File: config.mk
export PLATFORM = sky130hd
export DESIGN_NAME = ts_psi_section_reassembler_unit
export DESIGN_NICKNAME = d
export VERILOG_FILES = /design/src/tsr_pkg.sv /design/src/tsr_front.sv /design/src/tsr_fifo.sv /design/src/tsr_back.sv /design/src/ts_psi_section_reassembler_unit.sv
export VERILOG_INCLUDE_DIRS = /design/src /design/src/src
export SDC_FILE = /design/constraint.sdc
export NUM_CORES = 1
export LEC_CHECK = 0
export BUFFER_PORTS_ARGS = -buffer_cell sky130_fd_sc_hd__buf_2
export CORE_AREA = 3 3 177 179
export CTS_BUF_LIST = sky130_fd_sc_hd__clkbuf_4 sky130_fd_sc_hd__clkbuf_8
export DETAILED_ROUTE_END_ITERATION = 10
export DIE_AREA = 0 0 180 182
export PLACE_DENSITY = 0.83
export SLEW_MARGIN = 10
export SYNTH_ARGS = -nofsm -noshare
export SYNTH_HDL_FRONTEND = slang
export SYNTH_SLANG_ARGS = --single-unit
File: constraint.sdc
create_clock -name clk_i -period 6.1 [get_ports clk_i]
set_input_delay 0.915 -clock clk_i [delete_from_list [all_inputs] [get_ports clk_i]]
set_output_delay 0.915 -clock clk_i [all_outputs]
set_load 0.01 [all_outputs]
File: src/ts_psi_section_reassembler_unit_macros.svh
// Assertion helpers for the section reassembler
`ifndef TS_PSI_SECTION_REASSEMBLER_UNIT_MACROS_SVH
`define TS_PSI_SECTION_REASSEMBLER_UNIT_MACROS_SVH

// Implication checked on every clock, off during reset
`define TSR_ASSERT_IMP(label, ante, cons) \
  label: assert property (@(posedge clk_i) disable iff (!rst_ni) (ante) |-> (cons)) \
    else $error("assertion failed");

// Next-cycle implication
`define TSR_ASSERT_NXT(label, ante, cons) \
  label: assert property (@(posedge clk_i) disable iff (!rst_ni) (ante) |=> (cons)) \
    else $error("assertion failed");

`endif

File: src/tsr_pkg.sv
package tsr_pkg;
  localparam int PacketBytesDef = 188;
  localparam int SlotCountDef   = 3;
  localparam int HeaderBytes    = 3;

  localparam logic [7:0]  SyncValue  = 8'h47;
  localparam logic [7:0]  StuffValue = 8'hFF;
  localparam logic [31:0] CrcPoly    = 32'h04C11DB7;
  localparam logic [7:0]  NoPayload  = 8'd255;

  localparam logic [1:0] CfgSlot0Pid = 2'd0;
  localparam logic [1:0] CfgSlot1Pid = 2'd1;
  localparam logic [1:0] CfgSlot2Pid = 2'd2;
  localparam logic [1:0] CfgSlotEn   = 2'd3;

  typedef enum logic [2:0] {
    StInProgress = 3'd0,
    StCrcGood    = 3'd1,
    StCrcBad     = 3'd2,
    StTooShort   = 3'd3,
    StSyncError  = 3'd4
  } status_e;

  // classified byte handed from front to back
  typedef struct packed {
    logic [7:0] data;
    logic [1:0] slot;
    logic       sync_err;
    logic       tail;      // inside pointer tail segment
    logic       tail_end;  // last byte of pointer tail
    logic       seg_clr;   // new packet or pointer seen since the previous byte
  } work_t;

  function automatic logic [31:0] crc_byte(logic [31:0] crc, logic [7:0] b);
    logic [31:0] c;
    c = crc ^ {b, 24'h0};
    for (int k = 0; k < 8; k++) begin
      c = c[31] ? ((c << 1) ^ CrcPoly) : (c << 1);
    end
    return c;
  endfunction
endpackage

File: src/tsr_front.sv
module tsr_front import tsr_pkg::*; #(
  parameter int PacketBytes = PacketBytesDef
) (
  input  logic        clk_i,
  input  logic        rst_ni,
  input  logic        push,
  output logic        full,
  input  logic [7:0]  ts_byte_i,
  input  logic [12:0] pid0_i,
  input  logic [12:0] pid1_i,
  input  logic [12:0] pid2_i,
  input  logic [2:0]  en_i,
  output logic        wr_o,
  output work_t       wdata_o,
  input  logic        qfull_i
);
  logic [7:0]  pos_q, pos_d;
  logic [15:0] hdr_q, hdr_d;
  logic [7:0]  pso_q, pso_d;
  logic [7:0]  ptr_q, ptr_d;
  logic        halt_q, halt_d;
  logic        clr_q, clr_d;
  logic        acc;
  logic [12:0] pid;
  logic [1:0]  slot;
  logic        hit;
  logic [8:0]  v;

  assign full = qfull_i | halt_q;
  assign acc  = push & ~full;
  assign pid  = hdr_q[12:0];
  assign v    = 9'd5 + {1'b0, ts_byte_i};

  always_comb begin
    hit  = 1'b1;
    slot = 2'd0;
    if (en_i[0] && pid0_i == pid) slot = 2'd0;
    else if (en_i[1] && pid1_i == pid) slot = 2'd1;
    else if (en_i[2] && pid2_i == pid) slot = 2'd2;
    else hit = 1'b0;
  end

  always_comb begin
    pos_d = pos_q; hdr_d = hdr_q; pso_d = pso_q; ptr_d = ptr_q; halt_d = halt_q;
    clr_d = clr_q;
    wr_o = 1'b0;
    wdata_o = '{data: ts_byte_i, slot: slot, sync_err: 1'b0,
                tail: ptr_q != 8'd0, tail_end: ptr_q == 8'd1, seg_clr: clr_q};
    if (acc) begin
      pos_d = (32'(pos_q) + 1 >= PacketBytes) ? 8'd0 : pos_q + 8'd1;
      if (pos_q == 8'd0) begin
        if (ts_byte_i != SyncValue) begin
          halt_d = 1'b1;
          wr_o = 1'b1;
          wdata_o = '{data: 8'd0, slot: 2'd0, sync_err: 1'b1, tail: 1'b0, tail_end: 1'b0,
                      seg_clr: 1'b0};
        end else begin
          hdr_d = '0; pso_d = NoPayload; ptr_d = '0;
          clr_d = 1'b1;  // segment drop ends with the packet
        end
      end else if (pos_q == 8'd1) begin
        hdr_d = {ts_byte_i, 8'd0};
      end else if (pos_q == 8'd2) begin
        hdr_d = {hdr_q[15:8], ts_byte_i};
      end else if (pos_q == 8'd3) begin
        case (ts_byte_i[5:4])
          2'd1:    pso_d = 8'd4;
          2'd3:    pso_d = 8'd0;
          default: pso_d = NoPayload;
        endcase
      end else if (pos_q == 8'd4 && pso_q == 8'd0) begin
        pso_d = v[8] ? NoPayload : v[7:0];
      end else if (pso_q != 8'd0 && pos_q >= pso_q && hit) begin
        if (hdr_q[14] && pos_q == pso_q) begin
          ptr_d = ts_byte_i;
          clr_d = 1'b1;  // pointer field also ends a segment drop
        end else begin
          wr_o = 1'b1;
          clr_d = 1'b0;
          if (ptr_q != 8'd0) ptr_d = ptr_q - 8'd1;
        end
      end
    end
  end

  always_ff @(posedge clk_i or negedge rst_ni) begin
    if (!rst_ni) begin
      pos_q <= '0; hdr_q <= '0; pso_q <= '0; ptr_q <= '0; halt_q <= 1'b0;
      clr_q <= 1'b0;
    end else begin
      pos_q <= pos_d; hdr_q <= hdr_d; pso_q <= pso_d; ptr_q <= ptr_d; halt_q <= halt_d;
      clr_q <= clr_d;
    end
  end
endmodule

File: src/tsr_fifo.sv
module tsr_fifo import tsr_pkg::*; #(
  parameter int Depth = 2
) (
  input  logic  clk_i,
  input  logic  rst_ni,
  input  logic  wr_i,
  input  work_t wdata_i,
  output logic  full_o,
  input  logic  rd_i,
  output logic  valid_o,
  output work_t rdata_o
);
  localparam int Aw = $clog2(Depth);
  work_t          mem_q [Depth];
  logic [Aw-1:0]  wp_q, rp_q;
  logic [Aw:0]    cnt_q;

  assign full_o  = cnt_q == (Aw+1)'(Depth);
  assign valid_o = cnt_q != '0;
  assign rdata_o = mem_q[rp_q];

  always_ff @(posedge clk_i) begin
    if (wr_i) mem_q[wp_q] <= wdata_i;
  end

  always_ff @(posedge clk_i or negedge rst_ni) begin
    if (!rst_ni) begin
      wp_q <= '0; rp_q <= '0; cnt_q <= '0;
    end else begin
      if (wr_i) wp_q <= (32'(wp_q) == Depth - 1) ? '0 : wp_q + 1'b1;
      if (rd_i) rp_q <= (32'(rp_q) == Depth - 1) ? '0 : rp_q + 1'b1;
      cnt_q <= cnt_q + (Aw+1)'(wr_i) - (Aw+1)'(rd_i);
    end
  end
endmodule

File: src/tsr_back.sv
module tsr_back import tsr_pkg::*; (
  input  logic       clk_i,
  input  logic       rst_ni,
  input  logic       valid_i,
  input  work_t      work_i,
  output logic       rd_o,
  output logic       empty,
  input  logic       pop,
  output logic [7:0] section_byte_o,
  output logic [1:0] slot_index_o,
  output logic       first_of_section_o,
  output logic       last_of_section_o,
  output logic [2:0] status_o
);
  logic [12:0] cnt_q [SlotCountDef];
  logic [12:0] tot_q [SlotCountDef];
  logic [31:0] crc_q [SlotCountDef];
  logic        drop_q;
  logic        ov_q;
  logic [7:0]  ob_q;
  logic [1:0]  os_q;
  logic        of_q, ol_q;
  status_e     ost_q;

  logic        take, emit;
  logic [1:0]  s;
  logic [12:0] cnt, cnt1, tot_n;
  logic [31:0] crc_n;
  logic        last, drop_n, drop_c;
  status_e     st;

  assign empty = ~ov_q;
  assign rd_o  = valid_i & (~ov_q | pop);
  assign take  = rd_o;
  assign s     = work_i.slot;
  assign cnt   = cnt_q[s];
  assign crc_n = crc_byte(crc_q[s], work_i.data);
  assign cnt1  = cnt + 13'd1;

  always_comb begin
    tot_n  = tot_q[s];
    if (cnt == 13'd1) tot_n = {1'b0, work_i.data[3:0], 8'd0};
    else if (cnt == 13'd2)
      tot_n = {1'b0, tot_q[s][11:0] | {4'd0, work_i.data}} + 13'(HeaderBytes);
    last   = cnt1 >= 13'(HeaderBytes) && cnt1 == tot_n;
    st     = StInProgress;
    drop_c = drop_q & ~work_i.seg_clr;
    drop_n = drop_c;
    if (last) st = (cnt1 < 13'd4) ? StTooShort : ((crc_n == '0) ? StCrcGood : StCrcBad);
    emit   = ~drop_c & ~(cnt == '0 && work_i.data == StuffValue);
    if (emit && last && cnt1 < 13'd4) drop_n = 1'b1;
    if (work_i.tail && work_i.tail_end) drop_n = 1'b0;
    if (work_i.sync_err) emit = 1'b1;
  end

  always_ff @(posedge clk_i or negedge rst_ni) begin
    if (!rst_ni) begin
      for (int i = 0; i < SlotCountDef; i++) begin
        cnt_q[i] <= '0; tot_q[i] <= '0; crc_q[i] <= '1;
      end
      drop_q <= 1'b0;
      ov_q   <= 1'b0;
    end else begin
      if (pop && ov_q) ov_q <= 1'b0;
      if (take) begin
        drop_q <= drop_n;
        if (emit) begin
          ov_q <= 1'b1;
          if (!work_i.sync_err) begin
            cnt_q[s] <= last ? '0 : cnt1;
            tot_q[s] <= last ? '0 : tot_n;
            crc_q[s] <= last ? '1 : crc_n;
          end
        end
      end
    end
  end

  always_ff @(posedge clk_i) begin
    if (take && emit) begin
      ob_q  <= work_i.data;
      os_q  <= s;
      of_q  <= ~work_i.sync_err & (cnt == '0);
      ol_q  <= ~work_i.sync_err & last;
      ost_q <= work_i.sync_err ? StSyncError : st;
    end
  end

  assign section_byte_o     = ob_q;
  assign slot_index_o       = os_q;
  assign first_of_section_o = of_q;
  assign last_of_section_o  = ol_q;
  assign status_o           = ost_q;
endmodule

File: src/ts_psi_section_reassembler_unit.sv
// PSI section reassembler for a packet-aligned transport stream.
// Input channel: queue style, push / full, one stream byte per transaction.
// Output channel: queue style, empty / pop; each transaction is one section
//   byte with slot, first/last marks and a status (verdict on last byte).
// Config: cfg_we_i / cfg_idx_i / cfg_data_i, written only while idle:
//   index 0..2 slot PIDs, index 3 slot enable mask.
// Front: packet counter, header decode, PID match, pointer tracking.
// Back: per-slot length/CRC-32 tracking, one output register.
// A two-entry queue between them decouples the halves.
// Throughput: one byte per cycle sustained while the output is popped;
//   the one-byte-wide CRC XOR network in the back stage sets the cycle.
// A kept byte is written into the queue at its accepting edge, then loaded
//   into the output register when the back stage reads it from the queue.
// While the output is not popped the queue fills and full rises; nothing
//   is dropped. A bad sync byte yields one sync-error transaction and full
//   then stays high until reset.
// Reset (async, active low) clears control and config state; registers
//   read as zero, running CRCs start at all ones; queue and output data are not reset.
module ts_psi_section_reassembler_unit import tsr_pkg::*; #(
  parameter int PacketBytes = PacketBytesDef
) (
  input  logic        clk_i,
  input  logic        rst_ni,
  input  logic        push,
  output logic        full,
  input  logic [7:0]  ts_byte_i,
  output logic        empty,
  input  logic        pop,
  output logic [7:0]  section_byte_o,
  output logic [1:0]  slot_index_o,
  output logic        first_of_section_o,
  output logic        last_of_section_o,
  output logic [2:0]  status_o,
  input  logic        cfg_we_i,
  input  logic [1:0]  cfg_idx_i,
  input  logic [12:0] cfg_data_i
);
`include "ts_psi_section_reassembler_unit_macros.svh"

  logic [12:0] pid0_q, pid1_q, pid2_q;
  logic [2:0]  en_q;
  logic        qwr, qfull, qrd, qvalid;
  work_t       qin, qout;

  always_ff @(posedge clk_i or negedge rst_ni) begin
    if (!rst_ni) begin
      pid0_q <= '0; pid1_q <= '0; pid2_q <= '0; en_q <= '0;
    end else if (cfg_we_i) begin
      case (cfg_idx_i)
        CfgSlot0Pid: pid0_q <= cfg_data_i;
        CfgSlot1Pid: pid1_q <= cfg_data_i;
        CfgSlot2Pid: pid2_q <= cfg_data_i;
        CfgSlotEn:   en_q   <= cfg_data_i[2:0];
        default:     ;
      endcase
    end
  end

  tsr_front #(.PacketBytes(PacketBytes)) u_front (
    .clk_i, .rst_ni, .push, .full, .ts_byte_i,
    .pid0_i(pid0_q), .pid1_i(pid1_q), .pid2_i(pid2_q), .en_i(en_q),
    .wr_o(qwr), .wdata_o(qin), .qfull_i(qfull)
  );

  tsr_fifo #(.Depth(2)) u_fifo (
    .clk_i, .rst_ni, .wr_i(qwr), .wdata_i(qin), .full_o(qfull),
    .rd_i(qrd), .valid_o(qvalid), .rdata_o(qout)
  );

  tsr_back u_back (
    .clk_i, .rst_ni, .valid_i(qvalid), .work_i(qout), .rd_o(qrd),
    .empty, .pop, .section_byte_o, .slot_index_o, .first_of_section_o,
    .last_of_section_o, .status_o
  );

  // queue never written while full
  `TSR_ASSERT_IMP(a_no_overflow, qfull, !qwr)
  // a held result stays put while not popped
  `TSR_ASSERT_NXT(a_hold, !empty && !pop, !empty && $stable(section_byte_o))
  // first and last marks never on a sync error
  `TSR_ASSERT_IMP(a_sync_marks, !empty && status_o == StSyncError,
                  !first_of_section_o && !last_of_section_o)
endmodule

==> Yosys cells after proc, flatten, opt, wreduce, memory -nomap -nowiden <==
Memories as Yosys holds them, arrays and structs flattened.
Index checks and enable logic that the tools add are counted.
{ "classes": {"n_reduce_logical": 40, "order_cmp": 6, "n_bitwise": 26, "addsub": 10, "eq_ne": 25, "n_mux": 90} }
{ "op_table": {"columns": ["cell", "count"], "rows": [
  ["$mux 27", 8],
  ["$mux 8", 18],
  ["$mux 32", 4],
  ["$mux 13", 9],
  ["$not 14->14", 8],
  ["$bwmux 96", 1],
  ["$bwmux 39", 2],
  ["$bmux 32 s2", 1],
  ["$demux 32 s2", 1],
  ["$bmux 13 s2", 2],
  ["$eq 13x13->1", 4],
  ["$mux 15", 3],
  ["$mux 14", 3],
  ["$ge 32x8->1 const B", 1],
  ["$logic_not 32->1", 1],
  ["$xor 32x32->32", 1],
  ["$mux 1", 30],
  ["$demux 13 s2", 1],
  ["$eq 8x1->1 const B", 2],
  ["$eq 8x2->1 const B", 2],
  ["$logic_not 8->1", 2],
  ["$pmux 8 s2", 1],
  ["$reduce_bool 8->1", 2],
  ["$logic_and 1x1->1", 15],
  ["41 further kinds", 75]
]} }
{ "word_totals": {"ramBits": 28, "regBits": 278, "input_bits": 28, "wordCells": 229, "mem_count": 1} }
{ "mem_list": {"columns": ["memory", "words", "word_bits", "read_ports", "rd_ports_with_merged_regs", "write_ports", "line", "rtl"], "rows": [
  ["u_fifo.mem_q", 2, 14, 1, 0, 1, "tsr_fifo.sv:14", "work_t mem_q [Depth];"]
]} }

==> Logic depth before layout (Yosys ltp) <==
An unclocked memory read counts as a cell.
{ "depth": {"word_depth": 26, "mapped_depth": 20, "depth_no_buf": 15} }

==> Hierarchy <==
Synthesis repeated with hierarchy kept, for this count alone.
{ "hier_totals": {"cells_unflattened": 1675, "area_unflattened_um2": 16696.0} }
{ "by_module_without_submodules": {"columns": ["mod", "instances", "cells_per_inst", "area_per_inst_um2", "seq_area_each_um2"], "rows": [
  ["tsr_back", 1, 1144, 10650.2, 4974.8],
  ["tsr_front", 1, 381, 3198.1, 1001.0],
  ["ts_psi_section_reassembler_unit", 1, 91, 1585.3, 1051.0],
  ["tsr_fifo", 1, 59, 1262.5, 940.9]
]} }

==> Least setup slack after synthesis <==
No wires, ideal clock.
{ "synth_path": {"kind": "flip-flop to flip-flop", "startpoint": "reg u_fifo.rp_q", "endpoint": "reg u_back.drop_q", "required_time_ns": 6.008, "setup_slack_ns": 1.555, "path_buffers": 6, "path_stages_with_launch": 19, "period_less_slack_ns": 4.545, "t_arrival_ns": 4.453, "cell_sequence": "dfrtp_1 > buf_4 > buf_2 > mux2i_4 > inv_2 > clkbuf_1 > o2bb2ai_1 > ha_1 > o21ai_0 > or4_1 > clkbuf_1 > nor4_1 > xor2_1 > xor2_1 > nand2_1 > or4_1 > buf_2 > buf_6 > o31ai_2"} }
{ "synth_between": {"elab_chain_cells": 15, "elab_cells_between_ends": 32, "cone_classes": "add/sub: 2; order compare: 2; eq/ne: 4; mux: 10; bitwise: 7; reduce/logical: 6; memory: 1"} }
{ "synth_lines": {"columns": ["item", "line", "rtl"], "rows": [
  ["from (decl)", "tsr_fifo.sv:15", "logic [Aw-1:0] wp_q, rp_q;"],
  ["from (signal assigned)", "tsr_fifo.sv:31", "if (rd_i) rp_q <= (32'(rp_q) == Depth - 1) ? '0 : rp_q + 1'b1;"],
  ["$mem_v2 2x14 *", null, null],
  ["branches (longest 13 deep; another with $add 13x1->13)", null, null],
  ["$mux 1 *", "tsr_back.sv:52", "if (work_i.tail && work_i.tail_end) drop_n = 1'b0;"],
  ["to (signal assigned)", "tsr_back.sv:66", "drop_q <= drop_n;"],
  ["to (decl)", "tsr_back.sv:18", "logic drop_q;"]
]} }
Every way passes the cells marked *. The select of a mux whose other input is x is not followed.
A chain may end at the register's enable or synchronous reset.

==> Final worst setup path <==
{ "layout_path": {"startpoint": "reg u_fifo.rp_q", "endpoint": "reg u_back.crc_q[77] in the netlist's numbering"} }
{ "layout_between": {"elab_chain_cells": 21, "elab_cells_between_ends": 54, "cone_classes": "add/sub: 2; order compare: 3; eq/ne: 4; mux: 24; bitwise: 15; reduce/logical: 5; memory: 1"} }
{ "layout_lines": {"columns": ["item", "line", "rtl"], "rows": [
  ["$mem_v2 2x14 *", null, null],
  ["branches (longest 20 deep; another with $add 13x1->13)", null, null],
  ["to (signal, indexed assignment)", "tsr_back.sv:72", "crc_q[s] <= last ? '1 : crc_n;"],
  ["to (decl)", "tsr_back.sv:17", "logic [31:0] crc_q [SlotCountDef];"]
]} }
Marks and branches as above.

==> results.sh <==
export IMPL_status="finished clean"
export IMPL_startpoint_type="flop"
export IMPL_fin_crit_ns=5.68
export IMPL_rsz0062_at_grt="no"
export IMPL_wirelength_um=41200
export IMPL_cts_max_level=2
export IMPL_clkLatencyLatePin_ns=0.59
export IMPL_initial_utilization_pct=55.0
export IMPL_synthTopCellsByArea="dfrtp_1 25%, dfstp_2 15%, edfxtp_1 7.9%, xnor2_1 5.2%, nand2_1 4.4%"
export IMPL_clockBufferDepth=3
export IMPL_placed_area_um2=17000
export IMPL_setup_viol=0
export IMPL_ys_seq_area_share_pct=48.8
export IMPL_dieArea_um2=32800
export IMPL_fin_tns_setup_ns=0
export IMPL_yosys_area_top_type="dfrtp_1"
export IMPL_syn_area_per_cell_um2=10.1
export IMPL_core_region_area_um2=29700
export IMPL_grt_use_total_pct=25.0
export IMPL_clock_sinks=305
export IMPL_cp_slowest_cell="or4_2"
export IMPL_cts_buffers=50
export IMPL_nNetsFinal=1719
export IMPL_r2r_start="u_fifo.rp_q$_DFFE_PN0P_"
export IMPL_die_w_um=180
export IMPL_worstSetupStartpoint="u_fifo.rp_q$_DFFE_PN0P_"
export IMPL_ys_ff_latch=305
export IMPL_grt_overflow_total=0
export IMPL_area_growth_synth_to_final_pct=11.0
export IMPL_path_delay_family="simple AND/OR/NAND/NOR gates"
export IMPL_viasPerCell=6.21
export IMPL_grt_pass1_vias=13000
export IMPL_clock_skew_final_ns=0.0296
export IMPL_critPathMaxStageDelay_ns=0.94
export IMPL_die_h_um=182
export IMPL_async_flop_share_pct=85.9
export IMPL_cp_cell_sequence="and3b_1 > or2_2 > a222oi_1 > and3_1 > nand4_2 > or4_1 > and3_1 > xnor2_1 > nand4_1 > or4_2 > buf_4 > a31oi_1"
export IMPL_clk_pin_slew_ns=0.06
export IMPL_preCtsSetupSlack_ns=0.408
export IMPL_stdcell_area_um2=18100
export IMPL_synth_nets=1674
export IMPL_remaining_drc_errors=0
export IMPL_cp_data_required_time_ns=6.60
export IMPL_end_kind="flop"
export IMPL_synth_top_cell_area_share_pct=25.4
export IMPL_yosys_top_cells_count="191 x nand2_1, 166 x dfrtp_1, 148 x nor2_1, 99 x o21ai_0, 97 x xnor2_1"
export IMPL_crit_top_cell="and3_1"
export IMPL_grt_pass1_wl_um=68000
export IMPL_row_count=63
export IMPL_critical_path_class="flop to flop"
export IMPL_cts_root_buf="clkbuf_8"
export IMPL_synthCells=1623
export IMPL_io_buffers=44
export IMPL_yosysWarnings=0
export IMPL_max_slew_worst_pin_slew_ns=1.20
export IMPL_post_dp_hpwl_um=27800
export IMPL_grt_max_degree=148
export IMPL_fmax_ghz=0.176
export IMPL_final_max_slew_viol_count=0
export IMPL_post_route_period_util_pct=93.2
export IMPL_antenna_found_initial=0
export IMPL_peakVddDrop_mv=0.479
export IMPL_worstPathArrival_ns=6.18
export IMPL_drt_iter0_drc=1182
export IMPL_cts_tree="yes"
export IMPL_io_pins=45
export IMPL_antennaDiodeCount=0
export IMPL_hold_viol=0
export IMPL_drive_above_1_share_pct=20.9
export IMPL_ys_types=85
export IMPL_vias=13000
export IMPL_gp_congestion=0.936
export IMPL_wl_per_cell_um=19.6
export IMPL_yosys_cell_count_top_type="nand2_1"
export IMPL_critPathBufInv=1
export IMPL_critPathMaxFanout=27
export IMPL_drv_cap=0
export IMPL_synth_flop_cell="dfrtp_1"
export IMPL_setup_slack_ns=0.416
export IMPL_slew_headroom_pct=20.0
export IMPL_first_pass_iters=7
export IMPL_p_per_area_nw_per_um2=610
export IMPL_min_path_type="input pin to async pin"
export IMPL_post_route_util_pct=61.0
export IMPL_netlist_area_um2=16300
export IMPL_leakage_uw=0.00725
export IMPL_synth_edf_count=43
export IMPL_antenna_left=0
-- metrics by stage --
| stage | std cells | power, uW | hold WS [ns] |
|---|---|---|---|
| 2_1_floorplan | 1623 | 7460 | 0.435 |
| 4_1_cts | 2093 | 11000 | 0.410 |
| 3_5_place_dp | 2002 | 9050 | 0.466 |
| 6_report | 2097 | 11100 | 0.373 |
| 5_1_grt | 2097 | 11800 | 0.427 |
| 3_3_place_gp | 2002 | 8840 | 0.454 |
-- logic make-up (layout without fill, tap and decap cells) --
family	count (synthesis)	count (layout)	synth area share (%)
multiplexers	107	107	7.17
AND/OR/NAND/NOR	508	508	14.4
buffers and inverters	127	211	3.21
adder cells (fa/ha/maj)	23	23	1.76
flip-flops	305	305	48.8
XOR/XNOR	142	142	8.09
AO/OA/AOI/OAI	411	411	16.6
-- power breakdown --
| group | total, uW | internal [uW] | switching [uW] |
|---|---|---|---|
| Combinational | 5750 | 2110 | 3650 |
| Clock | 1880 | 1040 | 836 |
| Sequential | 3430 | 2980 | 449 |
| Total | 11100 | 6130 | 4930 |
-- per-layer routing --
layer | global-route usage, % | wire length (um)
met1 | 34.0 | 17500
met2 | 41.1 | 19900
met3 | 3.75 | 2570
met4 | 8.97 | 1220
met5 | 0 | 0
-- area by class of cell --
class / instances / area [um^2]
clock buffers: 70 / 901
clock inverters: 21 / 168
fillers: 2362 / 11600
inverters: 32 / 120
multi-input cells: 1191 / 7890
flip-flops and latches: 305 / 7970
well taps: 390 / 488
repair buffers: 88 / 598
-- path summary, 6_finish.rpt --
check,to,slack (ns),cells past startpoint
max,u_back.crc_q[77]$_DFFE_PN1P_,0.42,12
min,pid2_q[4]$_DFFE_PN0P_,0.37,1
max reg2reg,u_back.crc_q[77]$_DFFE_PN1P_,0.42,12
min reg2reg,u_back.tot_q[27]$_DFFE_PN0P_,0.47,2
max in group asynchronous,u_back.tot_q[18]$_DFFE_PN0P_,4.40,2
min in group clk_i,u_back.tot_q[27]$_DFFE_PN0P_,0.47,2
-- cells in the final DEF, fill, tap and decap left out, types with 10 or more instances in the layout --
master and n:
clkinv_1 11, xnor2_1 97, nand2_1 191, a31oi_1 95, mux2_2 59, and3_1 13
xor2_1 38, buf_4 41, inv_1 29, ha_1 23, o21a_1 11, nor3b_1 10
dfstp_2 96, clkbuf_8 60, nand2b_1 11, o31ai_1 78, and2_1 11, a21oi_1 41
nand3_1 24, o21ai_0 99, nor4_1 16, dfrtp_1 166, nand4_1 20, clkbuf_4 10
mux2i_1 45, nor3_1 19, nor2_1 146, buf_2 43, edfxtp_1 43
-- sequential cells by signal, summed over array words and instances, names as in the netlist, 2 cells and up --
signal and flops:
u_fifo.mem_q 28, u_front.pos_q 8, u_back.status_o 3, u_front.hdr_q 14, en_q 3, u_back.slot_index_o 2
u_back.section_byte_o 8, u_back.tot_q 39, pid0_q 13, u_front.pso_q 8, u_front.ptr_q 8, u_back.cnt_q 39
pid1_q 13, u_fifo.cnt_q 2, pid2_q 13, u_back.crc_q 96
-- timing repair --
item                                    in CTS  in global routing
endpoints found under the setup margin       0                 28
gates resized for setup                      0                  0
hold buffers                                 0                  0
setup buffers                                0                  4
Power figures use the tool's default switching activity.
